$ cat config.mk
export PLATFORM = sky130hd
export DESIGN_NAME = framed_sender_with_ack_retry_core
export DESIGN_NICKNAME = d
export VERILOG_FILES = /design/src/hw/rtl/fsar_pkg.sv /design/src/hw/rtl/framed_sender_with_ack_retry_core.sv /design/src/hw/rtl/fsar_ram.sv
export SDC_FILE = /design/constraint.sdc
export NUM_CORES = 1
export LEC_CHECK = 0
export BUFFER_PORTS_ARGS = -buffer_cell sky130_fd_sc_hd__buf_2
export CORE_MARGIN = 2
export CORE_UTILIZATION = 67
export DETAILED_ROUTE_END_ITERATION = 6
export PLACE_DENSITY = 0.92
export SYNTH_ARGS = -nofsm -noshare
export SYNTH_HDL_FRONTEND = slang
export SYNTH_SLANG_ARGS = --single-unit
$ cat constraint.sdc
create_clock -name clk_i -period 5.8 [get_ports clk_i]
set_clock_uncertainty 0.05 [all_clocks]
set_input_delay 0.29 -clock clk_i [delete_from_list [all_inputs] [get_ports clk_i]]
set_output_delay 0.29 -clock clk_i [all_outputs]
set_load 0.01 [all_outputs]
$ cat src/hw/rtl/fsar_pkg.sv
// fsar_pkg: types and constants of the framed sender with ack retry
// used by framed_sender_with_ack_retry_core and its testbench, no dependencies
`default_nettype none

package fsar_pkg;

  localparam int FUNC_W    = 2;
  localparam int INDEX_W   = 5;
  localparam int BYTE_W    = 8;
  localparam int LEN_W     = 6;
  localparam int CFG_IDX_W = 1;

  typedef enum logic [FUNC_W-1:0] {
    FUNC_LOAD  = 2'd0,
    FUNC_START = 2'd1,
    FUNC_TICK  = 2'd2,
    FUNC_RX    = 2'd3
  } func_e;

  typedef enum logic [1:0] {
    ST_IDLE,
    ST_SEND,
    ST_DLV
  } state_e;

  localparam logic [CFG_IDX_W-1:0] CFG_LENGTH  = 1'b0;
  localparam logic [CFG_IDX_W-1:0] CFG_TIMEOUT = 1'b1;

  localparam logic [BYTE_W-1:0] BYTE_STX = 8'h02;
  localparam logic [BYTE_W-1:0] BYTE_ETX = 8'h03;
  localparam logic [BYTE_W-1:0] BYTE_ACK = 8'h06;
  localparam logic [BYTE_W-1:0] BYTE_MAX = 8'hff;

  localparam logic [LEN_W-1:0]  RESET_LENGTH  = 6'd3;
  localparam logic [BYTE_W-1:0] RESET_TIMEOUT = 8'd10;

  localparam logic         KIND_BYTE      = 1'b0;
  localparam logic         KIND_DELIVERED = 1'b1;

endpackage

`default_nettype wire

$ cat src/hw/rtl/framed_sender_with_ack_retry_core.sv
// framed_sender_with_ack_retry_core: stop-and-wait frame sender, stx/etx framing,
// xor checksum, ack wait with tick timeout and resend
// depends on fsar_pkg and fsar_ram
//
// channel  | signals                                        | dir | handshake
// command  | start_i func_i index_i value_i / busy_o        | in  | start_i & !busy_o
// result   | res_valid_o kind_o tx_byte_o last_o attempt_o  | out | one-cycle strobe
// config   | cfg_valid_i cfg_index_i cfg_data_i / cfg_ready_o | in | valid & ready
//
// load, tick without resend and received byte words leave the core idle
// a frame goes out one byte a cycle from the byte counter, then a delivered word
// if an ack was latched before start; payload ram is read one byte ahead
// a delivered word from tick or received byte leaves in the cycle after acceptance
// async active-low reset clears control state; the payload ram is not cleared
// results cannot be stalled
`default_nettype none

module framed_sender_with_ack_retry_core #(
  parameter int MaxPayload = 32
) (
  input  wire logic                                 clk_i,
  input  wire logic                                 rst_ni,
  input  wire logic                                 start_i,
  output logic                                      busy_o,
  input  wire logic [fsar_pkg::FUNC_W-1:0]          func_i,
  input  wire logic [fsar_pkg::INDEX_W-1:0]         index_i,
  input  wire logic [fsar_pkg::BYTE_W-1:0]          value_i,
  output logic                                      res_valid_o,
  output logic                                      kind_o,
  output logic      [fsar_pkg::BYTE_W-1:0]          tx_byte_o,
  output logic                                      last_o,
  output logic      [fsar_pkg::BYTE_W-1:0]          attempt_o,
  input  wire logic                                 cfg_valid_i,
  output logic                                      cfg_ready_o,
  input  wire logic [fsar_pkg::CFG_IDX_W-1:0]       cfg_index_i,
  input  wire logic [fsar_pkg::BYTE_W-1:0]          cfg_data_i
);

  import fsar_pkg::*;

  localparam int AddrW = (MaxPayload > 1) ? $clog2(MaxPayload) : 1;
  localparam logic [LEN_W-1:0] MaxLen = LEN_W'(MaxPayload);

  state_e state_q, state_d;

  logic              waiting_q, waiting_d;
  logic [BYTE_W-1:0] timer_q, timer_d;
  logic [BYTE_W-1:0] rx_q, rx_d;
  logic [BYTE_W-1:0] attempt_q, attempt_d;
  logic [LEN_W-1:0]  length_q, length_d;
  logic [BYTE_W-1:0] timeout_q, timeout_d;
  logic [LEN_W-1:0]  cnt_q, cnt_d;
  logic [BYTE_W-1:0] chk_q, chk_d;
  logic              from_start_q, from_start_d;

  logic              valid_q, valid_d;
  logic              kind_q, kind_d;
  logic [BYTE_W-1:0] byte_q, byte_d;
  logic              last_q, last_d;
  logic [BYTE_W-1:0] att_out_q, att_out_d;

  logic              accept;
  func_e             func;
  logic [LEN_W-1:0]  len_c;
  logic [LEN_W-1:0]  last_pos;
  logic [BYTE_W-1:0] limit;
  logic [BYTE_W-1:0] timer_inc;
  logic              start_go;
  logic              resend_go;
  logic              send_go;
  logic              tick_ack;
  logic              rx_ack;
  logic              ack_after;

  logic              ram_we;
  logic [AddrW-1:0]  ram_waddr;
  logic              ram_re;
  logic [AddrW-1:0]  ram_raddr;
  logic [BYTE_W-1:0] ram_rdata;

  assign busy_o      = (state_q != ST_IDLE);
  assign accept      = start_i && !busy_o;
  assign func        = func_e'(func_i);
  assign cfg_ready_o = 1'b1;

  assign len_c     = (length_q > MaxLen) ? MaxLen : length_q;
  assign last_pos  = len_c + LEN_W'(3);
  assign limit     = (timeout_q == '0) ? BYTE_W'(1) : timeout_q;
  assign timer_inc = (timer_q == BYTE_MAX) ? BYTE_MAX : timer_q + BYTE_W'(1);

  assign start_go  = accept && (func == FUNC_START) && !waiting_q;
  assign tick_ack  = accept && (func == FUNC_TICK) && waiting_q && (rx_q == BYTE_ACK);
  assign resend_go = accept && (func == FUNC_TICK) && waiting_q && (rx_q != BYTE_ACK)
                     && (timer_inc >= limit);
  assign send_go   = start_go || resend_go;
  assign rx_ack    = accept && (func == FUNC_RX) && waiting_q && (value_i == BYTE_ACK);
  assign ack_after = from_start_q && (rx_q == BYTE_ACK);

  assign ram_we    = accept && (func == FUNC_LOAD) && (int'(index_i) < MaxPayload);
  assign ram_waddr = AddrW'(index_i);

  fsar_ram #(
    .Width(BYTE_W),
    .Depth(MaxPayload)
  ) u_store (
    .clk_i  (clk_i),
    .we_i   (ram_we),
    .waddr_i(ram_waddr),
    .wdata_i(value_i),
    .re_i   (ram_re),
    .raddr_i(ram_raddr),
    .rdata_o(ram_rdata)
  );

  // next state
  always_comb begin
    state_d = state_q;
    case (state_q)
      ST_IDLE: begin
        if (send_go) begin
          state_d = ST_SEND;
        end
      end
      ST_SEND: begin
        if (cnt_q == last_pos) begin
          state_d = ack_after ? ST_DLV : ST_IDLE;
        end
      end
      ST_DLV: begin
        state_d = ST_IDLE;
      end
      default: begin
        state_d = ST_IDLE;
      end
    endcase
  end

  // datapath and result word
  always_comb begin
    waiting_d    = waiting_q;
    timer_d      = timer_q;
    rx_d         = rx_q;
    attempt_d    = attempt_q;
    length_d     = length_q;
    timeout_d    = timeout_q;
    cnt_d        = cnt_q;
    chk_d        = chk_q;
    from_start_d = from_start_q;
    valid_d      = 1'b0;
    kind_d       = KIND_BYTE;
    byte_d       = '0;
    last_d       = 1'b0;
    att_out_d    = attempt_q;
    ram_re       = 1'b0;
    ram_raddr    = AddrW'(cnt_q - LEN_W'(1));

    if (cfg_valid_i && cfg_ready_o) begin
      case (cfg_index_i)
        CFG_LENGTH:  length_d  = cfg_data_i[LEN_W-1:0];
        CFG_TIMEOUT: timeout_d = cfg_data_i;
        default:     ;
      endcase
    end

    case (state_q)
      ST_IDLE: begin
        if (accept && (func == FUNC_TICK) && waiting_q) begin
          timer_d = timer_inc;
        end
        if (accept && (func == FUNC_RX)) begin
          rx_d = value_i;
        end
        if (send_go) begin
          attempt_d    = (attempt_q == BYTE_MAX) ? BYTE_MAX : attempt_q + BYTE_W'(1);
          cnt_d        = '0;
          chk_d        = '0;
          timer_d      = '0;
          waiting_d    = 1'b1;
          from_start_d = start_go;
        end
        if (tick_ack || rx_ack) begin
          rx_d      = '0;
          waiting_d = 1'b0;
          valid_d   = 1'b1;
          kind_d    = KIND_DELIVERED;
          last_d    = 1'b1;
        end
      end
      ST_SEND: begin
        valid_d = 1'b1;
        cnt_d   = cnt_q + LEN_W'(1);
        ram_re  = (cnt_q != '0) && ((cnt_q - LEN_W'(1)) < len_c);
        if (cnt_q == '0) begin
          byte_d = BYTE_STX;
        end else if (cnt_q == LEN_W'(1)) begin
          byte_d = BYTE_W'(len_c);
        end else if (cnt_q < len_c + LEN_W'(2)) begin
          byte_d = ram_rdata;
          chk_d  = chk_q ^ ram_rdata;
        end else if (cnt_q < last_pos) begin
          byte_d = chk_q;
        end else begin
          byte_d = BYTE_ETX;
          last_d = !ack_after;
        end
      end
      ST_DLV: begin
        rx_d      = '0;
        waiting_d = 1'b0;
        valid_d   = 1'b1;
        kind_d    = KIND_DELIVERED;
        last_d    = 1'b1;
      end
      default: ;
    endcase
  end

  always_ff @(posedge clk_i or negedge rst_ni) begin
    if (!rst_ni) begin
      state_q      <= ST_IDLE;
      waiting_q    <= 1'b0;
      timer_q      <= '0;
      rx_q         <= '0;
      attempt_q    <= '0;
      length_q     <= RESET_LENGTH;
      timeout_q    <= RESET_TIMEOUT;
      cnt_q        <= '0;
      from_start_q <= 1'b0;
      valid_q      <= 1'b0;
    end else begin
      state_q      <= state_d;
      waiting_q    <= waiting_d;
      timer_q      <= timer_d;
      rx_q         <= rx_d;
      attempt_q    <= attempt_d;
      length_q     <= length_d;
      timeout_q    <= timeout_d;
      cnt_q        <= cnt_d;
      from_start_q <= from_start_d;
      valid_q      <= valid_d;
    end
  end

  always_ff @(posedge clk_i) begin
    chk_q     <= chk_d;
    kind_q    <= kind_d;
    byte_q    <= byte_d;
    last_q    <= last_d;
    att_out_q <= att_out_d;
  end

  assign res_valid_o = valid_q;
  assign kind_o      = kind_q;
  assign tx_byte_o   = byte_q;
  assign last_o      = last_q;
  assign attempt_o   = att_out_q;

  a_deliver_last: assert property (@(posedge clk_i) disable iff (!rst_ni)
    res_valid_o && (kind_o == KIND_DELIVERED) |-> last_o && !waiting_q)
    else $error("delivered word not last or wait still armed");

  a_send_waits: assert property (@(posedge clk_i) disable iff (!rst_ni)
    (state_q == ST_SEND) |-> waiting_q)
    else $error("frame in flight without ack wait armed");

  a_start_busy: assert property (@(posedge clk_i) disable iff (!rst_ni)
    start_go |=> busy_o && (timer_q == '0) && (cnt_q == '0))
    else $error("start did not begin a frame");

  a_send_word: assert property (@(posedge clk_i) disable iff (!rst_ni)
    (state_q == ST_SEND) |=> res_valid_o && (kind_o == KIND_BYTE))
    else $error("send cycle gave no frame byte");

  a_idle_dlv: assert property (@(posedge clk_i) disable iff (!rst_ni)
    (state_q == ST_DLV) |=> (state_q == ST_IDLE) && (rx_q == '0))
    else $error("delivered state did not clear latch");

endmodule

`default_nettype wire

$ cat src/hw/rtl/fsar_ram.sv
// fsar_ram: generic single write port ram with registered read
// no dependencies
`default_nettype none

module fsar_ram #(
  parameter int Width = 8,
  parameter int Depth = 32,
  parameter int AddrW = (Depth > 1) ? $clog2(Depth) : 1
) (
  input  wire logic             clk_i,
  input  wire logic             we_i,
  input  wire logic [AddrW-1:0] waddr_i,
  input  wire logic [Width-1:0] wdata_i,
  input  wire logic             re_i,
  input  wire logic [AddrW-1:0] raddr_i,
  output logic      [Width-1:0] rdata_o
);

  logic [Width-1:0] mem_q [Depth];

  always_ff @(posedge clk_i) begin
    if (we_i) begin
      mem_q[waddr_i] <= wdata_i;
    end
    if (re_i) begin
      rdata_o <= mem_q[raddr_i];
    end
  end

endmodule

`default_nettype wire

## After elaboration in Yosys (flattened, before gate mapping)

Memory sizes are Yosys's and may differ from the RTL's. A register that Yosys moved wholly into a read port is not among the register bits.
Index checks and enable logic that the tools add are counted.

| operators by class | value |
|---|---|
| $add $sub $neg | 6 |
| $lt $le $gt $ge | 5 |
| eq/ne operators | 19 |
| mux-type cells | 38 |
| bitwise gates (word level) | 3 |
| reduce and logical (&&, ||, !) cells | 40 |

Operator list:

| operator | count |
|---|---|
| two-way mux 8 bit | 13 |
| case mux 8 bit (2 select lines) | 2 |
| less-than comparator 6 bit | 3 |
| two-way mux 6 bit | 3 |
| adder 8 x 1 -> 8 bit, second input constant | 2 |
| equality test 8 x 3 -> 1 bit, second input constant | 2 |
| equality test 8 bit, second input constant | 2 |
| AND reduction 2 bit | 8 |
| logical AND 1 bit | 14 |
| adder 6 x 2 -> 6 bit, second input constant | 2 |
| case mux 6 bit (2 select lines) | 1 |
| two-way mux 1 bit | 10 |
| inequality test 2 bit, second input constant | 5 |
| >= comparator 8 bit | 1 |
| logical NOT 8 bit | 1 |
| two-way mux 2 bit | 4 |
| inequality test 8 x 3 -> 1 bit, second input constant | 1 |
| nonzero test 2 bit | 4 |
| XOR 8 bit | 1 |
| adder 6 x 1 -> 6 bit, second input constant | 1 |
| equality test 2 bit, second input constant | 3 |
| equality test 6 x 1 -> 1 bit, second input constant | 1 |
| equality test 6 bit | 1 |
| greater-than comparator 6 bit, second input constant | 1 |
| 15 further kinds | 25 |

| word-level totals | value |
|---|---|
| bits in registers | 75 |
| memory bits (writable) | 256 |
| memories kept | 1 |

Memory list:

| memory | words | bits a word | rd ports | clocked after Yosys merged registers in | wr ports | line | source |
|---|---|---|---|---|---|---|---|
| u_store.mem_q | 32 | 8 | 1 | 1 | 1 | fsar_ram.sv:19 | `logic [Width-1:0] mem_q [Depth];` |

## Logic depth before layout (Yosys ltp)

| depth | value |
|---|---|
| depth in word-level cells | 11 |
| gate-level depth with buffers | 14 |
| mapped depth without buffers | 12 |

## Cells and area by module

From an unflattened synthesis, not the netlist that was laid out.

| unflattened totals | value |
|---|---|
| cells, all modules | 839 |
| area, all modules | 14482.6 sq um |

Modules (own cells, without submodules):

| module | instances | cells an instance | area an instance (sq um) | seq. area each (sq um) |
|---|---|---|---|---|
| fsar_ram | 1 | 417 | 10133.5 | 7927.6 |
| framed_sender_with_ack_retry_core | 1 | 422 | 4349.2 | 1831.8 |

## Worst setup path before layout

OpenSTA, ideal clock, no wires.

| timing | value |
|---|---|
| path kind | register to register |
| start | register cnt_q[0] |
| end | register u_store.rdata_o[0] (read register of u_store.mem_q) (enable) |
| library setup time | 0.386 ns |
| data arrival time | 3.403 ns |
| data required time | 5.364 ns |
| setup slack | 1.961 ns |
| stages on the path, launching flop included | 15 |
| path buffers | 4 |
| period minus slack after synthesis | 3.839 ns |
| path through | dfrtp_1 > buf_4 > buf_2 > inv_1 > ha_1 > buf_2 > buf_1 > inv_1 > ha_1 > nor2b_1 > o21a_1 > o21a_1 > o21ai_0 > nand2b_1 > a211oi_1 |

| on the way | value |
|---|---|
| cells in the longest elaborated chain, start to end | 4 |

RTL lines:

| what | line | source |
|---|---|---|
| from (decl) | framed_sender_with_ack_retry_core.sv:52 | `logic [LEN_W-1:0] cnt_q, cnt_d;` |
| from (signal assigned) | framed_sender_with_ack_retry_core.sv:238 | `cnt_q <= cnt_d;` |
| subtractor 6 x 1 -> 6 bit | framed_sender_with_ack_retry_core.sv:192 | `ram_re = (cnt_q != '0) && ((cnt_q - LEN_W'(1)) < len_c);` |
| less-than comparator 6 bit | framed_sender_with_ack_retry_core.sv:192 |  |
| logical AND 1 bit (*) | framed_sender_with_ack_retry_core.sv:192 |  |
| two-way mux 1 bit (*) | framed_sender_with_ack_retry_core.sv:165 | `case (state_q)` |
| named net ram_re | framed_sender_with_ack_retry_core.sv:77 | `logic ram_re;` |
| to (decl) | fsar_ram.sv:16 | `output logic [Width-1:0] rdata_o` |

Mark *: on every way through the listed nets, which the timed path passes. The rest lies on a longest branch.
A chain may end at the register's enable or synchronous reset.

## Final worst setup path

| timing | value |
|---|---|
| start | register cnt_q[0] |
| end | register u_store.rdata_o[2] (read register of u_store.mem_q) (enable) |

Same word-level chain as after synthesis.

==> impl_metrics.env <==
export IMPL_busiest_layer="met2"
export IMPL_fin_setup_tns_ns=0
export IMPL_yosysUniqueCellTypes=72
export IMPL_cp_start_kind="flop"
export IMPL_synth_edf_count=272
export IMPL_cts_root_buf="clkbuf_16"
export IMPL_rows=53
export IMPL_setup_slack_ns=1.863
export IMPL_core_sq_um=21090
export IMPL_fmax_mhz=254.0
export IMPL_drc=0
export IMPL_fin_crit_sh_pct=67.87
export IMPL_h_tree_depth=2
export IMPL_syn_to_final_growth_pct=11.29
export IMPL_cp_max_fo=22
export IMPL_gp_congestion=0.8155
export IMPL_fill_cells=1155
export IMPL_dieArea_sq_um=22800
export IMPL_dp_slack_ns=1.870
export IMPL_drv_cap=0
export IMPL_relSlewSlack_pct=25.33
export IMPL_outcome="finished clean"
export IMPL_worstPathRequired_ns=5.89
export IMPL_drtIter0Drc=837
export IMPL_instances_no_fill=1229
export IMPL_netlist_instances=860
export IMPL_start_util_pct=68.67
export IMPL_finalSetupViolCount=0
export IMPL_path_common_cell="ha_1"
export IMPL_async_reset_ff_share_pct=14.45
export IMPL_grt_use_total_pct=29.86
export IMPL_place_area_sq_um=14950
export IMPL_p_leak_nw=5.705
export IMPL_diodes=0
export IMPL_cts_tree="yes"
export IMPL_p_switching_mw=2.613
export IMPL_drt_vias_per_instance=6.618
export IMPL_drt_wl_total_um=32110
export IMPL_grt_antenna_before_repair=0
export IMPL_grt_pass1_wl_um=48920
export IMPL_clock_latency_ns=0.54
export IMPL_synth_flop_cell="edfxtp_1"
export IMPL_avgRoutedWirePerCell_um=26.13
export IMPL_crit_slowest_cell="a211oi_1"
export IMPL_hold_ws_ns=0.1111
export IMPL_cts_setup_buffers=0
export IMPL_internal_power_mw=5.422
export IMPL_critPathArrivalTime_ns=4.03
export IMPL_synth_fp_nets=927
export IMPL_synth_area_sq_um=14480
export IMPL_vdd_drop_max_uv=373.4
export IMPL_worst_slew_pin_slew_ns=1.113
export IMPL_grt_overflow=0
export IMPL_dr_total_vias=8134
export IMPL_clk_pin_slew_ns=0.06
export IMPL_p_clk_share_pct=26.5
export IMPL_ios=49
export IMPL_ant_nets=0
export IMPL_sw_frac_of_total_pct=32.52
export IMPL_hp_class="in2reg"
export IMPL_portBuffers=47
export IMPL_drive_above_1_share_pct=22.96
export IMPL_fp_dieH_um=151.0
export IMPL_cts_buffers=34
export IMPL_avgSynthCellArea_sq_um=16.84
export IMPL_grtUsageMet1_pct=39.42
export IMPL_combPwrFrac_pct=35.6
export IMPL_cpLargestDelayFamily="compound AO/OA/AOI/OAI gates"
export IMPL_drv_slew=0
export IMPL_pwr_share_seq_pct=37.9
export IMPL_die_w_um=151.0
export IMPL_path_cells="inv_1, ha_1, nand2_1, xor2_1, clkinv_1, ha_1, o21ai_0, nand2b_1, a211oi_1"
export IMPL_grt_max_degree=66
export IMPL_cpPeakStageDelay_ns=0.93
export IMPL_synth_seq_area_share_pct=67.40
export IMPL_critical_path_class="reg2reg"
export IMPL_period_minus_slack_ns=3.937
export IMPL_clock_sinks=339
export IMPL_critPathBufInv=2
export IMPL_ys_seq_elements=339
export IMPL_dpl_cell_count=1158
export IMPL_rsz0062_at_grt="no"
export IMPL_dp_hpwl_um=19060
export IMPL_grt_pass1_vias=8277
export IMPL_dr_pass1_iters=5
export IMPL_cp_end_kind="flop"
export IMPL_max_clock_path_buffers=3
export IMPL_fin_area_sq_um=16120
export IMPL_grt_use_met3_pct=5.422
export IMPL_use_met2_pct=50.84
export IMPL_synth_warnings=0
export IMPL_nNetsFinal=995
export IMPL_power_density_nw_per_um2=498.6
export IMPL_finalHoldViolations=0
-- area by class of cell --
type                       count  area, sq um  share of cell area [%]
sequential                   339         9763                   60.58
multi-input combinational    460         4436                   27.52
clock buffer                  43        915.9                   5.683
timing repair buffer          64        385.4                   2.391
tap                          275        344.1                   2.135
clock inverter                19        162.7                   1.009
inverter                      29        108.9                  0.6755
-- worst paths after layout --
check,from,end,slack [ns],depth (start not counted)
max,cnt_q[0]$_DFFE_PN0P_,u_store.rdata_o[2]$_DFFE_PP_,1.86,9
min,func_i[1],from_start_q$_DFFE_PN0P_,0.11,3
max reg2reg,cnt_q[0]$_DFFE_PN0P_,u_store.rdata_o[2]$_DFFE_PP_,1.86,9
min reg2reg,att_out_d[6]$_DFFE_PN0P_,attempt_o[6]$_DFF_P_,0.38,0
max in group asynchronous,rst_ni,cnt_q[0]$_DFFE_PN0P_,4.48,2
min in group asynchronous,rst_ni,cnt_q[1]$_DFFE_PN0P_,0.46,2
-- worst reg2reg max path, cell delays in order, from the launching register on --
cell,delay [ns]
dfrtp_4,0.65
inv_1,0.17
ha_1,0.28
nand2_1,0.09
xor2_1,0.47
clkinv_1,0.38
ha_1,0.38
o21ai_0,0.08
nand2b_1,0.08
a211oi_1,0.93
-- cell families after synthesis --
family	share of synthesized area [%]
muxes	14.11
other	0.02590
DFF	67.40
and+or+nand+nor	6.913
xor gates and xnor gates	1.322
AOI/OAI and AO/OA	4.822
buffers and inverters	2.039
adders and majority gates	3.370
-- layout by cell type (no fill, tap or decap), drive strengths merged, types with 6 or more instances in the layout --
master / Yosys / routed
nand2: 68 / 68
clkbuf: 13 / 43
clkinv: 2 / 18
mux4: 80 / 80
nand3: 26 / 26
inv: 27 / 27
dlygate4sd3: 0 / 9
nor2: 66 / 66
mux2: 17 / 17
xnor2: 16 / 16
edfxtp: 272 / 272
a211oi: 8 / 8
buf: 19 / 55
o21ai: 10 / 10
a22o: 9 / 9
nor2b: 6 / 6
dfxtp: 18 / 18
ha: 39 / 39
nand2b: 6 / 6
and3: 7 / 7
a21o: 7 / 7
dfrtp: 45 / 45
a21oi: 18 / 18
-- cells in the mapped netlist, types with 5 or more instances --
master / n / area (sq um)
inv_1: 27 / 101.4
nor2b_1: 6 / 37.54
o21ai_0: 10 / 50.05
and3_1: 7 / 43.79
dfrtp_1: 45 / 1126
nand2_1: 66 / 247.7
a31oi_1: 5 / 31.28
o21a_1: 5 / 37.54
edfxtp_1: 272 / 8168
a21o_1: 6 / 45.04
buf_4: 10 / 75.07
nand2b_1: 6 / 37.54
a21oi_1: 16 / 80.08
nor2_1: 63 / 236.5
a22o_1: 9 / 78.83
nand4_1: 5 / 31.28
xor2_1: 5 / 43.79
clkbuf_1: 12 / 45.04
mux4_1: 6 / 157.7
ha_1: 39 / 488.0
nand3_1: 26 / 130.1
dfxtp_1: 18 / 360.4
mux4_2: 74 / 1667
xnor2_1: 15 / 131.4
a211oi_1: 6 / 45.04
mux2_2: 15 / 168.9
-- sequential cells by signal, indices dropped and copies added, names as in the netlist, 6 cells and up --
register	cells
timeout_q	8
att_out_d	8
chk_q	8
cnt_q	6
attempt_o	8
tx_byte_o	8
u_store.rdata_o	8
u_store.mem_q	256
length_q	6
rx_q	8
timer_q	8
-- power by group through the flow --
stage	Clock, mW	Combinational (mW)	Sequential [mW]
after floorplan	0	2.12	3.02
after global placement	0	2.73	3.08
after detailed placement	0	2.81	3.09
after CTS	2.14	2.86	3.04
after global routing	2.24	3.09	3.07
final	2.13	2.86	3.05
-- per-layer routing --
metal	share of wire, %	wire [um]
met4	3.1	996
met5	0	0
met1	37	11900
met3	8.5	2734
met2	51	16480
-- stage by stage --
stage	utilization, %	power (mW)
6_report	76.42	8.035
4_1_cts	76.42	8.050
5_1_grt	76.42	8.393
3_5_place_dp	70.88	5.905
2_1_floorplan	-	5.145
3_3_place_gp	70.88	5.810
-- what timing repair did --
item,4_1_cts,5_1_grt
hold buffers,9,0
hold endpoints to repair,59,0
resized for setup,0,0
Note: power is estimated with default switching activity, not from simulation.
